### src/hw/rtl/knn_ram.sv
// generic simple dual-port ram, one write port and one registered read port
// no dependencies
module knn_ram #(
    parameter int WIDTH = 82,
    parameter int DEPTH = 32
) (
    input  logic                                       i_clk,
    input  logic                                       i_we,
    input  logic [((DEPTH > 1) ? $clog2(DEPTH) : 1)-1:0] i_waddr,
    input  logic [WIDTH-1:0]                           i_wdata,
    input  logic [((DEPTH > 1) ? $clog2(DEPTH) : 1)-1:0] i_raddr,
    output logic [WIDTH-1:0]                           o_rdata
);

    logic [WIDTH-1:0] r_mem [DEPTH];
    logic [WIDTH-1:0] r_rdata;

    always_ff @(posedge i_clk) begin
        if (i_we) begin
            r_mem[i_waddr] <= i_wdata;
        end
        r_rdata <= r_mem[i_raddr];
    end

    assign o_rdata = r_rdata;

endmodule

### config.mk
export PLATFORM = sky130hd
export DESIGN_NAME = knn_ram
export DESIGN_NICKNAME = d
export VERILOG_FILES = /design/src/hw/rtl/knn_ram.sv
export SDC_FILE = /design/constraint.sdc
export NUM_CORES = 2
export LEC_CHECK = 0
export ABC_CLOCK_PERIOD_IN_PS = 8300
export BUFFER_PORTS_ARGS = -buffer_cell sky130_fd_sc_hd__buf_2
export CAP_MARGIN = 20
export CORE_AREA = 10 10 515 517
export CTS_BUF_LIST = sky130_fd_sc_hd__clkbuf_8
export DETAILED_ROUTE_END_ITERATION = 10
export DIE_AREA = 0 0 525 527
export GPL_ROUTABILITY_DRIVEN = 0
export PLACE_DENSITY = 0.58
export SLEW_MARGIN = 5
export SYNTH_ARGS = -nofsm -noshare
export SYNTH_HDL_FRONTEND = slang
export SYNTH_SLANG_ARGS = --single-unit
### constraint.sdc
create_clock -name i_clk -period 8.3 [get_ports i_clk]
set_input_delay 1.66 -clock i_clk [delete_from_list [all_inputs] [get_ports i_clk]]
set_output_delay 1.66 -clock i_clk [all_outputs]
set_load 0.02 [all_outputs]
### Word level (Yosys, flattened, before mapping)

Memories as Yosys holds them, arrays and structs flattened. A register that Yosys moved wholly into a read port is not among the register bits.
Cells that the tools add are included.

* multiplexer cells: 2

Operator list (count)
* $mux 1: 2

* word-level logic and storage cells: 3
* bits in registers: 0
* output and inout port bits: 82
* bits in writable memories: 2624
* memories: 1

Memories
* r_mem: words 32, bits a word 82, read ports 1, clocked after memory_dff 1, wr ports 1, line 15 `logic [WIDTH-1:0] r_mem [DEPTH];`

### Logic depth before layout (Yosys ltp)

* depth in word-level cells: 2
* mapped depth: 9

### Worst setup path after synthesis

OpenSTA, ideal clock, no wires.

* path type: input to register
* start point: in i_waddr[1] (netlist bit)
* end point: mem r_mem[12][0] (enable)
* data required time: 7777 ps
* path slack: 2037 ps
* library setup time: 523 ps
* arrival time: 5740 ps
* cell stages on the path: 3
* path through: or3b_2 -> clkbuf_1 -> nor2_1

RTL lines
* from (decl): line 9 `input logic [((DEPTH > 1) ? $clog2(DEPTH) : 1)-1:0] i_waddr,`
* to (decl): line 15

No word-level cell before the write port.

==> flow_metrics.tcl <==
set metrics [dict create \
    die_x_um 525 \
    ys_seq_area_frac 0.793 \
    post-cts-setup-buffers 0 \
    outcome "completed" \
    ctsRootBufferMaster "clkbuf_8" \
    drt_iter0_drc 5339 \
    rows 186 \
    netlist_area_um2 101000 \
    grt_util_all_layers 0.186 \
    arrival_ns 4.77 \
    viasPerCell 5.60 \
    final_common_cell "edfxtp_1" \
    cp-start-kind "input pin" \
    drv_slew 0 \
    cts_tree "yes" \
    vias 50500 \
    powerDensity_nw_per_um2 239 \
    regArea_um2 80400 \
    cp-end-kind "flip-flop" \
    cp_top_family "buffers and inverters" \
    grt_pass1_vias 51600 \
    grt_max_degree 125 \
    cpMostUsedCell "buf_4" \
    required_ns 9.26 \
    ctsHoldBuffers 0 \
    routed_wl_um 267000 \
    rsz0062_at_grt "no" \
    worstSetupPathType "in -> reg" \
    setup_tns_ns 0 \
    fin_crit_sh 0.459 \
    synth_area_per_cell_um2 21.1 \
    hpwl_um 131000 \
    fillers 21600 \
    drc 0 \
    maxCapViolCount 0 \
    min_path_type "reg -> reg" \
    cts_sinks 2706 \
    cp_max_fo 49 \
    hold_viol_final 0 \
    core_area_um2 255000 \
    design_area_um2 115000 \
    fin_nets 5362 \
    htreeDepth 5 \
    slowest_stage "buf_4" \
    tightest_slew_ns 1.13 \
    setup_viol 0 \
    pre_cts_ws_ns 3.36 \
    drtAntennaViolNets 0 \
    post-route-util 0.450 \
    place_inst 8200 \
    clock_path_buffers 4 \
    setup_slack_ns 4.49 \
    start_util 0.397 \
    p_leak_nw 38.1 \
    vdd_ir_drop_max_v 0.000142 \
    slew_headroom 0.248 \
    final.setup_skew_ns 0.0873 \
    routedWlPerCell_um 29.6 \
    synthesis.nets 4909 \
    multi_input_area_um2 19900 \
    pin_count 176 \
    final.min_clock_period_ns 3.81 \
    synthToLayoutAreaGrowth_pct 13.4 \
    antenna_found_initial 40 \
    gr-total-overflow 0 \
    final_cell_mix "edfxtp_1, mux2i_1, clkbuf_8" \
    synth-seq-cells 2706 \
    cts_resized 0 \
    numCtsBuffers 449 \
    dieArea_um2 277000 \
    grt_pass1_wl_um 377000 \
    yosysUniqueCellTypes 38 \
    final_layout_size_suffix_gt1_frac 0.216 \
    postPlaceCellArea_um2 107000 \
    clock.fmax_mhz 262 \
    crit_chain "buf_2 -> nor2b_4 -> buf_4 -> buf_4 -> a22oi_1 -> a31oi_1 -> nand3_1" \
    crit_buf_inv 3 \
    die_h_um 527 \
    clk_pin_slew_worst_paths_ns 0.06 \
    stdcell_count 9020 \
    port_buffers 175 \
    yosysWarningCount 0 \
    clk_latency_ns 1.10 \
    first_pass_iters 5 \
    max_stage_delay_ns 0.81 \
    synthCells 4815 \
]
## stage by stage
| step | power (W) | hold WS (ns) |
|---|---|---|
| final | 0.0275 | 0.613 |
| after global routing | 0.0284 | 0.651 |
| after CTS | 0.0277 | 0.612 |
| after detailed placement | 0.0169 | 0.600 |
| after global placement | 0.0169 | 0.597 |
| after floorplan | 0.0163 | 0.549 |
## final cells by class
class / count / area share
multi-input cells: 1836 / 0.173
inverters: 1 / 0.0000327
diodes: 9 / 0.000196
flip-flops and latches: 2706 / 0.700
repair buffers: 274 / 0.0177
clock buffers: 503 / 0.0602
well taps: 3384 / 0.0368
clock inverters: 307 / 0.0120
## synth_stat cells
| cell type | number | area, um^2 |
|---|---|---|
| buf_2 | 119 | 596 |
| nand2_1 | 24 | 90.1 |
| a21oi_1 | 19 | 95.1 |
| and3_1 | 2 | 12.5 |
| clkbuf_2 | 1 | 5.00 |
| nor2_1 | 42 | 158 |
| a31oi_1 | 43 | 269 |
| and3b_1 | 2 | 17.5 |
| mux4_2 | 329 | 7410 |
| nor4_1 | 1 | 6.26 |
| inv_1 | 1 | 3.75 |
| o22ai_1 | 1 | 6.26 |
| a2111oi_0 | 1 | 8.76 |
| a22o_1 | 43 | 377 |
| nand3b_1 | 5 | 37.5 |
| nor3_1 | 2 | 10.0 |
| a32oi_1 | 4 | 35.0 |
| mux2i_1 | 655 | 6560 |
| clkbuf_1 | 95 | 357 |
| nor2b_1 | 16 | 100 |
| dfxtp_1 | 82 | 1640 |
| clkbuf_4 | 2 | 15.0 |
| nand2b_1 | 3 | 18.8 |
| nand4_1 | 38 | 238 |
| buf_4 | 35 | 263 |
| nor2_2 | 2 | 12.5 |
| o32ai_1 | 1 | 8.76 |
| nand3_1 | 164 | 821 |
| buf_6 | 9 | 101 |
| or3_1 | 1 | 6.26 |
| buf_1 | 11 | 41.3 |
| and2b_1 | 1 | 7.51 |
| edfxtp_1 | 2624 | 78800 |
| or3b_2 | 2 | 17.5 |
| a211oi_1 | 2 | 15.0 |
| and2_1 | 10 | 62.6 |
| nor3_2 | 1 | 10.0 |
| a22oi_1 | 422 | 3170 |
## report_power, final
group | total [W] | internal, W | switching [W]
logic | 0.00134 | 0.000446 | 0.000895
registers | 0.0153 | 0.0152 | 0.0000996
clock network | 0.0108 | 0.00566 | 0.00515
total | 0.0275 | 0.0213 | 0.00614
## final timing paths
kind / startpoint / endpoint / slack, ns / depth (start not counted)
worst max-delay path: i_raddr[4] / o_rdata[81]$_DFF_P_ / 4.49 / 7
worst max register to register: r_mem[31][3]$_DFFE_PP_ / o_rdata[3]$_DFF_P_ / 6.55 / 3
worst min register to register: r_mem[5][47]$_DFFE_PP_ / o_rdata[47]$_DFF_P_ / 0.61 / 4
worst min-delay path: r_mem[5][47]$_DFFE_PP_ / o_rdata[47]$_DFF_P_ / 0.61 / 4
## kinds of logic after synthesis
kind of cell | synth area share
flops | 0.793
compound gates | 0.0393
buf+inv | 0.0136
mux | 0.138
simple gates | 0.0160
## flip-flops by register name (all words and copies together), names as in the netlist
| register | count |
|---|---|
| o_rdata | 82 |
| r_mem | 2624 |
## worst reg2reg max path: cells and delay by family (launching register included)
| kind | cells | cell delay [ns] |
|---|---|---|
| muxes | 1 | 0.47 |
| and+or+nand+nor | 1 | 0.18 |
| AOI/OAI and AO/OA | 1 | 0.55 |
| DFF | 1 | 0.36 |
## routing by layer
metal / wire (um) / vias to the layer above / GRT usage
met5: 173 / - / 0
met4: 6460 / 26 / 0.0510
met3: 19700 / 507 / 0.0414
met2: 128000 / 1983 / 0.303
met1: 112000 / 26900 / 0.253
li1: - / 21200 / -
(Power assumes the default switching activity.)
